### src/sv/pbr_pkg.sv
`default_nettype none

package pbr_pkg;

	// Geometry limits
	localparam int MAX_WIDTH = 4096;
	localparam int COL_W     = $clog2(MAX_WIDTH);
	localparam int WIDTH_W   = 13;
	localparam int FMT_W     = 3;

	// Source format codes; any other code gives black
	localparam logic [FMT_W-1:0] FMT_RGB555 = 3'd0;
	localparam logic [FMT_W-1:0] FMT_RGB565 = 3'd1;
	localparam logic [FMT_W-1:0] FMT_BGR24  = 3'd2;
	localparam logic [FMT_W-1:0] FMT_BGRX32 = 3'd3;

	// Register reset values
	localparam logic [FMT_W-1:0]   FMT_RESET   = FMT_RGB565;
	localparam logic [WIDTH_W-1:0] WIDTH_RESET = 13'd1;

	// Register index, taken from paddr bit 2
	localparam logic REG_FORMAT = 1'b0;
	localparam logic REG_WIDTH  = 1'b1;
	localparam int   ADDR_W     = 3;

	// Queue depths
	localparam int JOB_DEPTH = 2;
	localparam int JOB_PTR_W = $clog2(JOB_DEPTH);
	localparam int JOB_CNT_W = $clog2(JOB_DEPTH + 1);
	localparam int OUT_DEPTH = 2;
	localparam int OUT_PTR_W = $clog2(OUT_DEPTH);
	localparam int OUT_CNT_W = $clog2(OUT_DEPTH + 1);

	// Byte slots within one pixel job
	localparam int IDX_W = 3;
	localparam logic [IDX_W-1:0] IDX_BLUE  = 3'd0;
	localparam logic [IDX_W-1:0] IDX_GREEN = 3'd1;
	localparam logic [IDX_W-1:0] IDX_RED   = 3'd2;

	// One converted pixel waiting to be serialized
	typedef struct packed {
		logic [7:0] blue;
		logic [7:0] green;
		logic [7:0] red;
		logic [1:0] pad;
		logic       row_end;
	} job_t;

	// Back end status seen by the top level checks
	typedef struct packed {
		logic       emit;
		logic       is_pad;
		logic [7:0] data;
	} back_stat_t;

	// c*255/31 truncated: 8c plus floor(7c/31), found by threshold compares
	function automatic logic [7:0] widen5(input logic [4:0] c);
		logic [2:0] q;
		q = 3'(c >= 5'd5) + 3'(c >= 5'd9) + 3'(c >= 5'd14) + 3'(c >= 5'd18)
			+ 3'(c >= 5'd23) + 3'(c >= 5'd27) + 3'(c >= 5'd31);
		return {c, 3'b000} + 8'(q);
	endfunction

	// c*255/63 truncated: 4c plus floor(c/21)
	function automatic logic [7:0] widen6(input logic [5:0] c);
		logic [1:0] q;
		q = 2'(c >= 6'd21) + 2'(c >= 6'd42) + 2'(c >= 6'd63);
		return {c, 2'b00} + 8'(q);
	endfunction

endpackage

`default_nettype wire

### src/sv/pixel_to_bgr24_row_packer_top.sv
// Pixel to BGR24 row packer.
// Input queue side: push and full; one transaction carries one source pixel in
// pixel_word, accepted when push is high and full is low.
// Output queue side: empty and pop; each transaction carries one byte in
// out_byte (blue, green, red, then zero pad bytes at a row end) and row_end,
// high on the last byte of a padded row.
// Configuration: APB write of source_format (0x0) and image_width (0x4) while
// the block is idle; pready is always high.
// Path: an accepted pixel is stored in the pixel queue; its blue byte then passes
// into the output queue, which drives out_byte, unless that queue is full.
// Throughput: one output byte per cycle while the output queue is not full, set by
// the single byte port; a pixel gives 3 bytes, plus one per pad byte at a row end (0 to 3).
// A two-entry pixel queue between the converter and the serializer lets
// pixels be pushed on consecutive cycles until it fills.
// When pop stays low the two-entry output queue fills, the serializer stops,
// the pixel queue fills and full rises; nothing is lost.
// Reset clears all queues and the column counter, and sets the format to
// RGB565 and the width to one pixel.
`default_nettype none

module pixel_to_bgr24_row_packer_top (
	input  wire logic                        clk,
	input  wire logic                        arst_n,
	input  wire logic                        push,
	output logic                             full,
	input  wire logic [31:0]                 pixel_word,
	input  wire logic                        pop,
	output logic                             empty,
	output logic [7:0]                       out_byte,
	output logic                             row_end,
	input  wire logic                        psel,
	input  wire logic                        penable,
	input  wire logic                        pwrite,
	input  wire logic [pbr_pkg::ADDR_W-1:0]  paddr,
	input  wire logic [31:0]                 pwdata,
	output logic [31:0]                      prdata,
	output logic                             pready
);

	logic [pbr_pkg::FMT_W-1:0]     fmt_q;
	logic [pbr_pkg::WIDTH_W-1:0]   width_q;
	logic                          cfg_wr;
	logic                          accept;
	pbr_pkg::job_t                 front_job;
	pbr_pkg::job_t                 head_job;
	logic                          job_empty;
	logic                          job_done;
	logic [pbr_pkg::JOB_CNT_W-1:0] job_count;
	pbr_pkg::back_stat_t           back_stat;

	// Configuration registers
	assign pready = 1'b1;
	assign cfg_wr = psel && penable && pwrite && pready;

	always_ff @(posedge clk or negedge arst_n) begin
		if (!arst_n) begin
			fmt_q   <= pbr_pkg::FMT_RESET;
			width_q <= pbr_pkg::WIDTH_RESET;
		end else if (cfg_wr) begin
			case (paddr[2])
				pbr_pkg::REG_FORMAT: fmt_q   <= pwdata[pbr_pkg::FMT_W-1:0];
				pbr_pkg::REG_WIDTH:  width_q <= pwdata[pbr_pkg::WIDTH_W-1:0];
				default:             fmt_q   <= fmt_q;
			endcase
		end
	end

	// Read back
	always_comb begin
		case (paddr[2])
			pbr_pkg::REG_FORMAT: prdata = 32'(fmt_q);
			pbr_pkg::REG_WIDTH:  prdata = 32'(width_q);
			default:             prdata = 32'd0;
		endcase
	end

	assign accept = push && !full;

	// Converter and column tracking
	pbr_front u_front (
		.clk           (clk),
		.arst_n        (arst_n),
		.accept        (accept),
		.pixel_word    (pixel_word),
		.source_format (fmt_q),
		.image_width   (width_q),
		.job           (front_job)
	);

	// Pixel queue between front and back
	pbr_job_fifo u_job_fifo (
		.clk    (clk),
		.arst_n (arst_n),
		.wr_en  (push),
		.wr_job (front_job),
		.rd_en  (job_done),
		.rd_job (head_job),
		.full   (full),
		.empty  (job_empty),
		.count  (job_count)
	);

	// Byte serializer and output queue
	pbr_back u_back (
		.clk       (clk),
		.arst_n    (arst_n),
		.job_valid (!job_empty),
		.job       (head_job),
		.job_done  (job_done),
		.pop       (pop),
		.empty     (empty),
		.out_byte  (out_byte),
		.row_end   (row_end),
		.stat      (back_stat)
	);

	// Checks
	a_job_count_bound: assert property (@(posedge clk) disable iff (!arst_n)
		job_count <= pbr_pkg::JOB_CNT_W'(pbr_pkg::JOB_DEPTH))
		else $error("pixel queue count above depth");

	a_pad_is_zero: assert property (@(posedge clk) disable iff (!arst_n)
		back_stat.emit && back_stat.is_pad |-> back_stat.data == 8'd0)
		else $error("pad byte not zero");

	a_accept_queued: assert property (@(posedge clk) disable iff (!arst_n)
		accept |=> job_count != '0)
		else $error("accepted pixel not queued");

	a_done_needs_job: assert property (@(posedge clk) disable iff (!arst_n)
		job_done |-> !job_empty && back_stat.emit)
		else $error("job retired without a queued pixel");

endmodule

`default_nettype wire

### src/sv/pbr_front.sv
`default_nettype none

module pbr_front (
	input  wire logic                          clk,
	input  wire logic                          arst_n,
	input  wire logic                          accept,
	input  wire logic [31:0]                   pixel_word,
	input  wire logic [pbr_pkg::FMT_W-1:0]     source_format,
	input  wire logic [pbr_pkg::WIDTH_W-1:0]   image_width,
	output pbr_pkg::job_t                      job
);

	logic [pbr_pkg::COL_W-1:0]   col_q;
	logic [pbr_pkg::WIDTH_W-1:0] eff_width;
	logic [pbr_pkg::COL_W-1:0]   last_col;
	logic                        at_row_end;
	logic [15:0]                 p16;

	// Clamp width to 1..MAX_WIDTH
	always_comb begin
		if (image_width == '0) begin
			eff_width = pbr_pkg::WIDTH_W'(1);
		end else if (image_width > pbr_pkg::WIDTH_W'(pbr_pkg::MAX_WIDTH)) begin
			eff_width = pbr_pkg::WIDTH_W'(pbr_pkg::MAX_WIDTH);
		end else begin
			eff_width = image_width;
		end
	end

	assign last_col   = pbr_pkg::COL_W'(eff_width - pbr_pkg::WIDTH_W'(1));
	assign at_row_end = (col_q >= last_col);
	assign p16        = pixel_word[15:0];

	// Format conversion to blue, green, red
	always_comb begin
		job.blue  = 8'd0;
		job.green = 8'd0;
		job.red   = 8'd0;
		case (source_format)
			pbr_pkg::FMT_RGB555: begin
				job.red   = pbr_pkg::widen5(p16[14:10]);
				job.green = pbr_pkg::widen5(p16[9:5]);
				job.blue  = pbr_pkg::widen5(p16[4:0]);
			end
			pbr_pkg::FMT_RGB565: begin
				job.red   = pbr_pkg::widen5(p16[15:11]);
				job.green = pbr_pkg::widen6(p16[10:5]);
				job.blue  = pbr_pkg::widen5(p16[4:0]);
			end
			pbr_pkg::FMT_BGR24, pbr_pkg::FMT_BGRX32: begin
				job.blue  = pixel_word[7:0];
				job.green = pixel_word[15:8];
				job.red   = pixel_word[23:16];
			end
			default: begin
				job.blue  = 8'd0;
			end
		endcase
		// 3*w bytes need (w mod 4) pad bytes to reach a multiple of four
		job.pad     = at_row_end ? eff_width[1:0] : 2'd0;
		job.row_end = at_row_end;
	end

	// Column counter
	always_ff @(posedge clk or negedge arst_n) begin
		if (!arst_n) begin
			col_q <= '0;
		end else if (accept) begin
			col_q <= at_row_end ? '0 : col_q + pbr_pkg::COL_W'(1);
		end
	end

endmodule

`default_nettype wire

### src/sv/pbr_job_fifo.sv
`default_nettype none

module pbr_job_fifo (
	input  wire logic                            clk,
	input  wire logic                            arst_n,
	input  wire logic                            wr_en,
	input  wire pbr_pkg::job_t                   wr_job,
	input  wire logic                            rd_en,
	output pbr_pkg::job_t                        rd_job,
	output logic                                 full,
	output logic                                 empty,
	output logic [pbr_pkg::JOB_CNT_W-1:0]        count
);

	pbr_pkg::job_t                 mem_q [pbr_pkg::JOB_DEPTH];
	logic [pbr_pkg::JOB_PTR_W-1:0] wr_ptr_q;
	logic [pbr_pkg::JOB_PTR_W-1:0] rd_ptr_q;
	logic [pbr_pkg::JOB_CNT_W-1:0] cnt_q;
	logic                          do_wr;
	logic                          do_rd;

	assign full   = (cnt_q == pbr_pkg::JOB_CNT_W'(pbr_pkg::JOB_DEPTH));
	assign empty  = (cnt_q == '0);
	assign count  = cnt_q;
	assign do_wr  = wr_en && !full;
	assign do_rd  = rd_en && !empty;
	assign rd_job = mem_q[rd_ptr_q];

	// Storage
	always_ff @(posedge clk) begin
		if (do_wr) begin
			mem_q[wr_ptr_q] <= wr_job;
		end
	end

	// Pointers and occupancy
	always_ff @(posedge clk or negedge arst_n) begin
		if (!arst_n) begin
			wr_ptr_q <= '0;
			rd_ptr_q <= '0;
			cnt_q    <= '0;
		end else begin
			if (do_wr) begin
				wr_ptr_q <= wr_ptr_q + pbr_pkg::JOB_PTR_W'(1);
			end
			if (do_rd) begin
				rd_ptr_q <= rd_ptr_q + pbr_pkg::JOB_PTR_W'(1);
			end
			if (do_wr && !do_rd) begin
				cnt_q <= cnt_q + pbr_pkg::JOB_CNT_W'(1);
			end else if (do_rd && !do_wr) begin
				cnt_q <= cnt_q - pbr_pkg::JOB_CNT_W'(1);
			end
		end
	end

endmodule

`default_nettype wire

### src/sv/pbr_back.sv
`default_nettype none

module pbr_back (
	input  wire logic          clk,
	input  wire logic          arst_n,
	input  wire logic          job_valid,
	input  wire pbr_pkg::job_t job,
	output logic               job_done,
	input  wire logic          pop,
	output logic               empty,
	output logic [7:0]         out_byte,
	output logic               row_end,
	output pbr_pkg::back_stat_t stat
);

	logic [pbr_pkg::IDX_W-1:0]     idx_q;
	logic [pbr_pkg::IDX_W-1:0]     last_idx;
	logic [7:0]                    byte_d;
	logic                          end_d;
	logic                          emit;
	logic                          out_full;
	logic                          do_pop;
	logic [7:0]                    ob_q [pbr_pkg::OUT_DEPTH];
	logic                          oe_q [pbr_pkg::OUT_DEPTH];
	logic [pbr_pkg::OUT_PTR_W-1:0] wr_ptr_q;
	logic [pbr_pkg::OUT_PTR_W-1:0] rd_ptr_q;
	logic [pbr_pkg::OUT_CNT_W-1:0] cnt_q;

	assign last_idx = pbr_pkg::IDX_RED + pbr_pkg::IDX_W'(job.pad);
	assign out_full = (cnt_q == pbr_pkg::OUT_CNT_W'(pbr_pkg::OUT_DEPTH));
	assign empty    = (cnt_q == '0);
	assign do_pop   = pop && !empty;
	assign emit     = job_valid && !out_full;
	assign job_done = emit && (idx_q == last_idx);
	assign end_d    = job.row_end && (idx_q == last_idx);

	// Byte select within the job
	always_comb begin
		case (idx_q)
			pbr_pkg::IDX_BLUE:  byte_d = job.blue;
			pbr_pkg::IDX_GREEN: byte_d = job.green;
			pbr_pkg::IDX_RED:   byte_d = job.red;
			default:            byte_d = 8'd0;
		endcase
	end

	assign stat.emit   = emit;
	assign stat.is_pad = (idx_q > pbr_pkg::IDX_RED);
	assign stat.data   = byte_d;

	// Byte slot counter
	always_ff @(posedge clk or negedge arst_n) begin
		if (!arst_n) begin
			idx_q <= '0;
		end else if (emit) begin
			idx_q <= job_done ? '0 : idx_q + pbr_pkg::IDX_W'(1);
		end
	end

	// Output queue storage
	always_ff @(posedge clk) begin
		if (emit) begin
			ob_q[wr_ptr_q] <= byte_d;
			oe_q[wr_ptr_q] <= end_d;
		end
	end

	assign out_byte = ob_q[rd_ptr_q];
	assign row_end  = oe_q[rd_ptr_q];

	// Output queue pointers and occupancy
	always_ff @(posedge clk or negedge arst_n) begin
		if (!arst_n) begin
			wr_ptr_q <= '0;
			rd_ptr_q <= '0;
			cnt_q    <= '0;
		end else begin
			if (emit) begin
				wr_ptr_q <= wr_ptr_q + pbr_pkg::OUT_PTR_W'(1);
			end
			if (do_pop) begin
				rd_ptr_q <= rd_ptr_q + pbr_pkg::OUT_PTR_W'(1);
			end
			if (emit && !do_pop) begin
				cnt_q <= cnt_q + pbr_pkg::OUT_CNT_W'(1);
			end else if (do_pop && !emit) begin
				cnt_q <= cnt_q - pbr_pkg::OUT_CNT_W'(1);
			end
		end
	end

endmodule

`default_nettype wire

### config.mk
export PLATFORM = sky130hd
export DESIGN_NAME = pixel_to_bgr24_row_packer_top
export DESIGN_NICKNAME = d
export VERILOG_FILES = /design/src/sv/pbr_pkg.sv /design/src/sv/pixel_to_bgr24_row_packer_top.sv /design/src/sv/pbr_front.sv /design/src/sv/pbr_job_fifo.sv /design/src/sv/pbr_back.sv
export SDC_FILE = /design/constraint.sdc
export NUM_CORES = 1
export LEC_CHECK = 0
export ABC_AREA = 0
export BUFFER_PORTS_ARGS = -buffer_cell sky130_fd_sc_hd__buf_2
export CAP_MARGIN = 20
export CORE_ASPECT_RATIO = 1.2
export CORE_MARGIN = 2
export CORE_UTILIZATION = 57
export DETAILED_ROUTE_END_ITERATION = 6
export GPL_TIMING_DRIVEN = 0
export PLACE_DENSITY_LB_ADDON = 0.15
export SLEW_MARGIN = 10
export SYNTH_ARGS = -nofsm -noshare
export SYNTH_HDL_FRONTEND = slang
export SYNTH_HIERARCHICAL = 1
export SYNTH_SLANG_ARGS = --single-unit
### constraint.sdc
create_clock -name clk -period 3.8 [get_ports clk]
set_input_delay 0.76 -clock clk [delete_from_list [all_inputs] [get_ports clk]]
set_output_delay 0.76 -clock clk [all_outputs]
set_load 0.02 [all_outputs]
==> flow_metrics.env, run 1 <==
export IMPL_status="finished, final reports clean"
export IMPL_cp_start_kind="input pin"
export IMPL_grt_ovfl_total=0
export IMPL_core_area_sq_um=11600
export IMPL_io_buffers=62
export IMPL_clk_latency_ns=0.35
export IMPL_finalSetupViolations=0
export IMPL_arrival_ns=3.82
export IMPL_postSynthCellCount=618
export IMPL_rows=43
export IMPL_p_switching_mw=1.96
export IMPL_crit_type="input pin to flip-flop"
export IMPL_place_gp_congestion=0.882
export IMPL_die_area_sq_um=12900
export IMPL_critPathCaptureType="flip-flop"
export IMPL_clock_skew_final_ns=0.0102
export IMPL_via_per_inst=5.47
export IMPL_period_needed_ns=3.74
export IMPL_synth_area_per_cell_sq_um=11.1
export IMPL_grt_max_degree=40
export IMPL_period_share_pct=98.4
export IMPL_hold_viol_final=0
export IMPL_worst_slew_pin_slew_ns=0.904
export IMPL_postPlaceCellArea_sq_um=7450
export IMPL_grt_pass1_wl_microns=22100
export IMPL_ctsHoldBuffers=0
export IMPL_required_ns=3.88
export IMPL_power_density_nw_per_um2=677
export IMPL_finalNonFillerCells=876
export IMPL_combPwrFrac_pct=43.1
export IMPL_yosysWarnings=6
export IMPL_swShare_pct=36.8
export IMPL_syn2layout_area_growth_pct=15.2
export IMPL_rsz0062_at_grt="true"
export IMPL_layout_common_cells="edfxtp_1, nor2_1, buf_2, nand2_1, a21oi_1"
export IMPL_initial_utilization_pct=58.8
export IMPL_p_int_mw=3.37
export IMPL_root_buffer="clkbuf_16"
export IMPL_ir_worst_vdd_mv=0.338
export IMPL_final_common_cell="edfxtp_1"
export IMPL_nets=827
export IMPL_cts_buffers=9
export IMPL_antenna_found_initial=0
export IMPL_vias=4795
export IMPL_dp_hpwl_microns=9780
export IMPL_grt_pass1_vias=4628
export IMPL_routed_wl_microns=13500
export IMPL_max_clock_freq_mhz=268
export IMPL_cap_violations=0
export IMPL_drtAntennaViolNets=0
export IMPL_cp_max_fo=3
export IMPL_die_width_microns=104
export IMPL_dr_first_iter_drc_count=358
export IMPL_clock_sinks=111
export IMPL_path_clk_slew_ns=0.08
export IMPL_p_seq_share_pct=38.8
export IMPL_cts_tree="yes"
export IMPL_whs_ns=0.523
export IMPL_finalPower_mw=5.33
export IMPL_n_antenna_cell=0
export IMPL_first_pass_iters=5
export IMPL_grt_total_usage_pct=21.6
export IMPL_pin_count=118
export IMPL_setup_slack_ns=0.0626
export IMPL_slew_headroom_pct=39.7
export IMPL_min_path_type="flip-flop to flip-flop"
export IMPL_netlist_area_sq_um=6830
export IMPL_dpl_cell_count=856
export IMPL_routedWlPerCell_microns=15.4
export IMPL_drc_errors=0
export IMPL_die_h_microns=124
export IMPL_drive_gt1_share_pct=27.3
export IMPL_fin_area_sq_um=7870
export IMPL_leakagePower_nw=3.42
export IMPL_fill_cells=919
export IMPL_clk_path_buf_depth=2
export IMPL_timing_final_max_slew_violations=0
export IMPL_htree_levels=3
export IMPL_place_ws_ns=-0.374
export IMPL_clockPowerShare_pct=18.1
-- through the flow --
step	setup TNS, ns	utilization, %
floorplan	-0.464	-
global placement	-1.88	63.9
detailed placement	-2.53	64.1
CTS	0	66.9
global route	-0.0519	67.8
finish	0	67.8
-- layout make-up --
type / instances / area, sq um / area share, %
Clock buffer: 10 / 229 / 2.91
Buffer: 53 / 360 / 4.58
Multi-Input combinational cell: 442 / 3380 / 43.0
Tap cell: 157 / 196 / 2.49
Inverter: 29 / 109 / 1.38
Clock inverter: 6 / 75.1 / 0.953
Sequential cell: 111 / 3140 / 39.9
Timing Repair Buffer: 68 / 378 / 4.80
-- layer usage --
metal | GRT usage (%) | wire, microns | vias to the layer above
li1 | - | - | 2333
met1 | 27.4 | 5740 | 2307
met2 | 37.8 | 6930 | 145
met3 | 3.82 | 657 | 10
met4 | 7.26 | 161 | 0
met5 | 0 | 0 | -
-- worst max-delay path, cell delays in order --
cell	delay, ns
buf_12	0.10
or2_4	0.24
o21a_1	0.21
or2_4	0.23
fa_1	0.45
fa_1	0.52
inv_2	0.04
fa_2	0.35
fa_1	0.48
inv_1	0.04
mux2i_1	0.13
nor2_1	0.06
a21oi_1	0.15
nor2_1	0.07
-- flip-flops by register name, indices dropped and copies added (netlist names) --
register / cells
u_back/rd_ptr_q: 1
u_back/wr_ptr_q: 1
u_front/col_q: 12
u_back/oe_q: 2
u_job_fifo/wr_ptr_q: 1
u_job_fifo/mem_q: 54
u_back/idx_q: 3
u_back/cnt_q: 2
u_job_fifo/rd_ptr_q: 1
fmt_q: 3
width_q: 13
u_job_fifo/count: 2
u_back/ob_q: 16
-- path summary, 6_finish.rpt --
path / start / end / slack [ns] / cells after the start
hold / removal: u_back/cnt_q[1] / u_back/cnt_q[1] / 0.52 / 1
max in group asynchronous: arst_n / width_q[7] / 2.65 / 1
min in group asynchronous: arst_n / width_q[9] / 0.53 / 1
hold reg to reg: u_back/cnt_q[1] / u_back/cnt_q[1] / 0.52 / 1
setup reg to reg: width_q[7] / u_job_fifo/mem_q[0][0] / 0.21 / 15
setup / recovery: pixel_word[11] / u_job_fifo/mem_q[0][4] / 0.06 / 14
-- power by group through the flow --
stage                     Sequential (mW)  Clock, mW  Combinational (mW)
after floorplan                      2.01          0                1.75
after global placement               2.06          0                2.15
after detailed placement             2.08          0                2.24
after CTS                            2.06      0.981                2.27
after global routing                 2.12       1.03                2.54
final                                2.07      0.964                2.30
-- timing repair --
item                                    4_1_cts  5_1_grt
pin swaps                                     3        2
resized for setup                             3       27
endpoints found under the setup margin       12       23
setup buffers                                 0        5
(Power assumes the default switching activity.)
==> run 2, diff against run 1 <==
--- a/config.mk
+++ b/config.mk
@@ -10,7 +10,7 @@
 export CAP_MARGIN = 20
 export CORE_ASPECT_RATIO = 1.2
 export CORE_MARGIN = 2
-export CORE_UTILIZATION = 57
+export CORE_UTILIZATION = 52
 export DETAILED_ROUTE_END_ITERATION = 6
 export GPL_TIMING_DRIVEN = 0
 export PLACE_DENSITY_LB_ADDON = 0.15
==> constraint.sdc (replaced) <==
create_clock -name clk -period 3.15 [get_ports clk]
set_input_delay 0.63 -clock clk [delete_from_list [all_inputs] [get_ports clk]]
set_output_delay 0.63 -clock clk [all_outputs]
set_load 0.02 [all_outputs]
==> flow_metrics.env, run 2 (synthesized netlist as in run 1, its figures left out) <==
export IMPL_leakagePower_nw=3.58
export IMPL_largest_reg_flops=54
export IMPL_cp_start_kind="input pin"
export IMPL_root_buffer="clkbuf_16"
export IMPL_drtAntennaViolNets=0
export IMPL_grt_total_usage_pct=20.2
export IMPL_drc_errors=0
export IMPL_io_buffers=62
export IMPL_seq_area_sq_um=3140
export IMPL_grt_max_degree=40
export IMPL_critPathCaptureType="flip-flop"
export IMPL_worst_slew_pin_slew_ns=0.912
export IMPL_violations="setup timing"
export IMPL_fin_tns_setup_ns=-2.23
export IMPL_utilization_pct=66.1
export IMPL_first_pass_iters=5
export IMPL_rsz0062_at_grt="true"
export IMPL_cts_tree="yes"
export IMPL_finalNonFillerCells=901
export IMPL_final_common_cell="edfxtp_1"
export IMPL_place_ws_ns=-0.872
export IMPL_clk_path_buf_depth=2
export IMPL_period_share_pct=116
export IMPL_multi_input_area_sq_um=3660
export IMPL_nets=845
export IMPL_die_h_microns=130
export IMPL_drive_gt1_share_pct=36.2
export IMPL_core_area_sq_um=12700
export IMPL_crit_type="input pin to flip-flop"
export IMPL_setup_slack_ns=-0.515
export IMPL_arrival_ns=3.75
export IMPL_routedWlPerCell_microns=15.3
export IMPL_initial_utilization_pct=53.7
export IMPL_vias=4870
export IMPL_rows=45
export IMPL_clk_latency_ns=0.35
export IMPL_max_clock_freq_mhz=273
export IMPL_ctsHoldBuffers=0
export IMPL_cp_cell_sequence="clkbuf_16, or2_4, o21a_1, or2_4, fa_1, fa_1, inv_1, fa_2, fa_2, inv_1, mux2i_1, nor2_1, a21oi_1, nor2_1"
export IMPL_required_ns=3.23
export IMPL_clock_skew_final_ns=0.00796
export IMPL_dp_hpwl_microns=9860
export IMPL_dr_first_iter_drc_count=276
export IMPL_slowest_stage="fa_2"
export IMPL_fin_area_sq_um=8420
export IMPL_grt_pass1_wl_microns=22600
export IMPL_r2r_slack_ns=-0.04
export IMPL_timing_final_max_slew_violations=0
export IMPL_die_width_microns=109
export IMPL_routed_wl_microns=13800
export IMPL_cts_buffers=9
export IMPL_period_needed_ns=3.67
export IMPL_hold_viol_final=0
export IMPL_power_density_nw_per_um2=787
export IMPL_max_stage_delay_ns=0.52
export IMPL_min_path_type="input pin to async pin"
export IMPL_die_area_sq_um=14100
export IMPL_dpl_cell_count=863
export IMPL_fill_cells=1038
export IMPL_clock_sinks=111
export IMPL_path_clk_slew_ns=0.07
export IMPL_cap_violations=0
export IMPL_finalSetupViolations=16
export IMPL_place_gp_congestion=0.870
export IMPL_postPlaceCellArea_sq_um=7600
export IMPL_htree_levels=3
export IMPL_via_per_inst=5.41
export IMPL_slew_headroom_pct=39.2
export IMPL_ir_worst_vdd_mv=0.540
export IMPL_pin_count=118
export IMPL_grt_pass1_vias=4769
export IMPL_reg_top3="u_job_fifo/mem_q x54, u_back/ob_q x16, width_q x13"
export IMPL_status="finished, violations left"
export IMPL_syn2layout_area_growth_pct=23.2
export IMPL_n_antenna_cell=0
export IMPL_grt_ovfl_total=0
export IMPL_cp_max_fo=3
export IMPL_antenna_found_initial=0
export IMPL_layout_common_cells="edfxtp_1, nor2_1, buf_2, buf_4, dfrtp_1"
export IMPL_largest_register="u_job_fifo/mem_q"
==> run 2: changes by cell type in the layout (fill, tap and decap cells not counted), sizes merged <==
cell,before,now
clkbuf,33,29
clkinv,0,1
inv,33,31
clkinvlp,1,3
buf,98,119
==> run 2: path summary, 6_finish.rpt <==
| check | from | cells after the start | endpoint |
|---|---|---|---|
| setup / recovery | pixel_word[12] | 14 | u_job_fifo/mem_q[1][4] |
| hold / removal | arst_n | 1 | width_q[9] |
| setup reg to reg | width_q[7] | 16 | u_front/col_q[4] |
| hold reg to reg | u_back/cnt_q[1] | 1 | u_back/cnt_q[1] |
| max in group asynchronous | arst_n | 1 | width_q[7] |
| min in group clk | pwdata[4] | 2 | width_q[4] |
==> run 2: metrics by stage <==
stage | hold slack [ns] | total power, mW
after floorplan | 0.334 | 4.58
after global placement | 0.478 | 5.13
after detailed placement | 0.515 | 5.26
after CTS | 0.441 | 6.59
after global routing | 0.481 | 7.08
final | 0.411 | 6.62
==> run 2: layout make-up <==
cell class                      count  area share (%)
Buffer                             53            5.26
Sequential cell                   111            37.3
Clock inverter                      7           0.937
Tap cell                          164            2.44
Timing Repair Buffer               86            6.62
Inverter                           29            1.29
Clock buffer                        9            2.68
Multi-Input combinational cell    442            43.5
==> run 2: power breakdown <==
group / internal (mW) / switching [mW] / leakage [nW] / total [mW]
clock: 0.623 / 0.517 / 0.139 / 1.14
combinational: 1.36 / 1.64 / 2.29 / 3.00
sequential: 2.19 / 0.285 / 1.15 / 2.48
==> run 2: repair_timing <==
item / in CTS / in global routing
pin swaps: 35 / 35
gates cloned: 1 / 0
resized for setup: 46 / 47
setup endpoints to repair: 30 / 32
buffers inserted: 18 / 4
==> run 2: layer usage <==
| layer | track usage, % | vias to the layer above | routed length, microns |
|---|---|---|---|
| li1 | - | 2374 | - |
| met1 | 26.4 | 2340 | 5980 |
| met2 | 34.9 | 143 | 6980 |
| met3 | 3.77 | 13 | 683 |
| met4 | 5.13 | 0 | 162 |
| met5 | 0 | - | 0 |
==> run 2: worst max-delay path, delay by kind of cell <==
family	cells	cell delay, ns
adder cells (fa/ha/maj)	4	1.82
AND/OR/NAND/NOR	4	0.59
AO/OA/AOI/OAI	2	0.35
buffers and inverters	3	0.22
multiplexers	1	0.13
==> run 3, diff against run 2 <==
--- a/config.mk
+++ b/config.mk
@@ -7,10 +7,10 @@
 export LEC_CHECK = 0
 export ABC_AREA = 0
 export BUFFER_PORTS_ARGS = -buffer_cell sky130_fd_sc_hd__buf_2
-export CAP_MARGIN = 20
+export CAP_MARGIN = 5
 export CORE_ASPECT_RATIO = 1.2
 export CORE_MARGIN = 2
-export CORE_UTILIZATION = 52
+export CORE_UTILIZATION = 50
 export DETAILED_ROUTE_END_ITERATION = 6
 export GPL_TIMING_DRIVEN = 0
 export PLACE_DENSITY_LB_ADDON = 0.15
==> flow_metrics.env, run 3 (synthesized netlist as in run 1, its figures left out) <==
export IMPL_fin_area_sq_um=8440
export IMPL_ir_worst_vdd_mv=0.495
export IMPL_routedWlPerCell_microns=15.3
export IMPL_clock_sinks=111
export IMPL_cp_max_fo=3
export IMPL_place_gp_congestion=0.819
export IMPL_wl_met3_microns=546
export IMPL_dr_first_iter_drc_count=206
export IMPL_p_int_mw=4.26
export IMPL_power_density_nw_per_um2=794
export IMPL_cp_cell_sequence="clkbuf_16, or2_4, o21a_1, or2_4, fa_1, fa_1, inv_2, fa_2, fa_1, inv_1, mux2i_1, nor2_1, a21oi_1, nor2_1"
export IMPL_max_clock_freq_mhz=279
export IMPL_critPathTopFamily="adder cells"
export IMPL_grt_pass1_wl_microns=22900
export IMPL_htree_levels=3
export IMPL_io_buffers=62
export IMPL_grt_max_degree=40
export IMPL_antenna_found_initial=0
export IMPL_p_seq_share_pct=37.1
export IMPL_crit_start="pixel_word[12]"
export IMPL_cts_buffers=9
export IMPL_reg2reg_depth=16
export IMPL_period_needed_ns=3.58
export IMPL_largest_reg_flops=54
export IMPL_setup_slack_ns=-0.432
export IMPL_hold_viol_final=0
export IMPL_worst_slew_pin_slew_ns=0.916
export IMPL_pin_count=118
export IMPL_required_ns=3.23
export IMPL_slowest_stage="fa_1"
export IMPL_die_h_microns=132
export IMPL_nets=849
export IMPL_routed_wl_met2_microns=7040
export IMPL_combPwrFrac_pct=44.6
export IMPL_first_pass_iters=4
export IMPL_cap_violations=0
export IMPL_grt_total_usage_pct=19.1
export IMPL_clockPowerShare_pct=18.3
export IMPL_routed_wl_microns=13900
export IMPL_dp_hpwl_microns=9790
export IMPL_min_path_type="input pin to async pin"
export IMPL_finalPower_mw=6.70
export IMPL_n_antenna_cell=0
export IMPL_r2r_slack_ns=-0.08
export IMPL_drtAntennaViolNets=0
export IMPL_core_area_sq_um=13300
export IMPL_drive_gt1_share_pct=35.8
export IMPL_grt_ovfl_total=0
export IMPL_clock_skew_final_ns=0.0104
export IMPL_rows=46
export IMPL_period_share_pct=114
export IMPL_drc_errors=0
export IMPL_critPathCaptureType="flip-flop"
export IMPL_reg2reg_from="width_q[8]"
export IMPL_top_layer_used="met4"
export IMPL_arrival_ns=3.66
export IMPL_fill_cells=1062
export IMPL_crit_type="input pin to flip-flop"
export IMPL_rsz0062_at_grt="true"
export IMPL_p_switching_mw=2.45
export IMPL_max_stage_delay_ns=0.51
export IMPL_via_per_inst=5.31
export IMPL_r2r_end="u_job_fifo/mem_q[1][0]"
export IMPL_finalSetupViolations=26
export IMPL_grt_pass1_vias=4803
export IMPL_root_buffer="clkbuf_16"
export IMPL_die_area_sq_um=14600
export IMPL_syn2layout_area_growth_pct=23.6
export IMPL_largest_register="u_job_fifo/mem_q"
export IMPL_vias=4831
export IMPL_postPlaceCellArea_sq_um=7590
export IMPL_leakagePower_nw=3.62
export IMPL_violations="setup timing"
export IMPL_die_width_microns=111
export IMPL_drt_met1_wl_microns=6240
export IMPL_initial_utilization_pct=51.4
export IMPL_cpMostUsedCell="fa_1"
export IMPL_slew_headroom_pct=39.0
export IMPL_reg_top3="u_job_fifo/mem_q x54, u_back/ob_q x16, width_q x13"
export IMPL_cp_start_kind="input pin"
export IMPL_path_clk_slew_ns=0.08
export IMPL_cts_tree="yes"
export IMPL_final_common_cell="edfxtp_1"
export IMPL_path_buf_inv=3
export IMPL_clk_path_buf_depth=2
export IMPL_status="finished, violations left"
export IMPL_timing_final_max_slew_violations=0
export IMPL_layout_common_cells="edfxtp_1, nor2_1, buf_2, buf_4"
export IMPL_swShare_pct=36.5
export IMPL_clk_latency_ns=0.35
run 3: worst register-to-register path: stages, from the launching register on:
cell       delay, ns
dfrtp_1         0.39
or3_4           0.39
or3_4           0.36
nor2_4          0.13
o21ai_4         0.07
ha_4            0.19
o21a_1          0.14
nand3_2         0.09
o21a_1          0.14
o22ai_2         0.06
ha_1            0.31
nand2_2         0.07
nor2_4          0.17
o2111ai_4       0.21
nand2_4         0.17
buf_6           0.14
buf_6           0.09
run 3: per-layer routing:
| layer | vias to the layer above | GRT usage, % |
|---|---|---|
| met3 | 6 | 3.77 |
| met1 | 2343 | 25.0 |
| met2 | 103 | 33.0 |
| met4 | 0 | 4.24 |
| li1 | 2379 | - |
| met5 | - | 0 |
run 3: worst max path at each step:
stage                     cells past startpoint                      to  slack [ns]
final                                        14  u_job_fifo/mem_q[0][4]       -0.43
after global routing                         14  u_job_fifo/mem_q[1][4]       -0.53
after CTS                                    14  u_job_fifo/mem_q[1][4]       -0.42
after detailed placement                     14  u_job_fifo/mem_q[1][5]       -0.92
after global placement                       14  u_job_fifo/mem_q[0][5]       -0.85
after floorplan                              14  u_job_fifo/mem_q[0][4]       -0.68
run 3: cell type report:
class	count	area [sq um]	share of cell area [%]
inverters	29	109	1.29
plain buffers	53	438	5.19
clock inverters	7	104	1.23
repair buffers	90	601	7.11
clock buffers	9	225	2.67
multi-input cells	442	3620	42.8
flip-flops and latches	111	3140	37.2
well taps	168	210	2.49
run 3: power groups by stage:
stage	Combinational [mW]	Sequential [mW]	Clock (mW)
floorplan	2.15	2.42	0
global placement	2.66	2.48	0
detailed placement	2.74	2.52	0
CTS	2.88	2.49	1.25
global route	3.31	2.54	1.31
finish	2.99	2.49	1.22
run 3: through the flow:
stage / TNS, ns / hold WS (ns) / instances / utilization, % / setup slack (ns)
floorplan: -4.60 / 0.334 / 636 / - / -0.677
global placement: -10.81 / 0.479 / 866 / 57.0 / -0.846
detailed placement: -12.62 / 0.528 / 866 / 57.1 / -0.916
CTS: -2.29 / 0.446 / 901 / 61.6 / -0.422
global route: -6.73 / 0.495 / 909 / 63.5 / -0.526
finish: -2.72 / 0.410 / 909 / 63.5 / -0.432
run 3: repair_timing:
item                       CTS  global route
hold buffers                 0             0
setup buffers               18             8
gates cloned                 1             0
setup endpoints to repair   30            32
resized for setup           31            51
pin swaps                   30            32
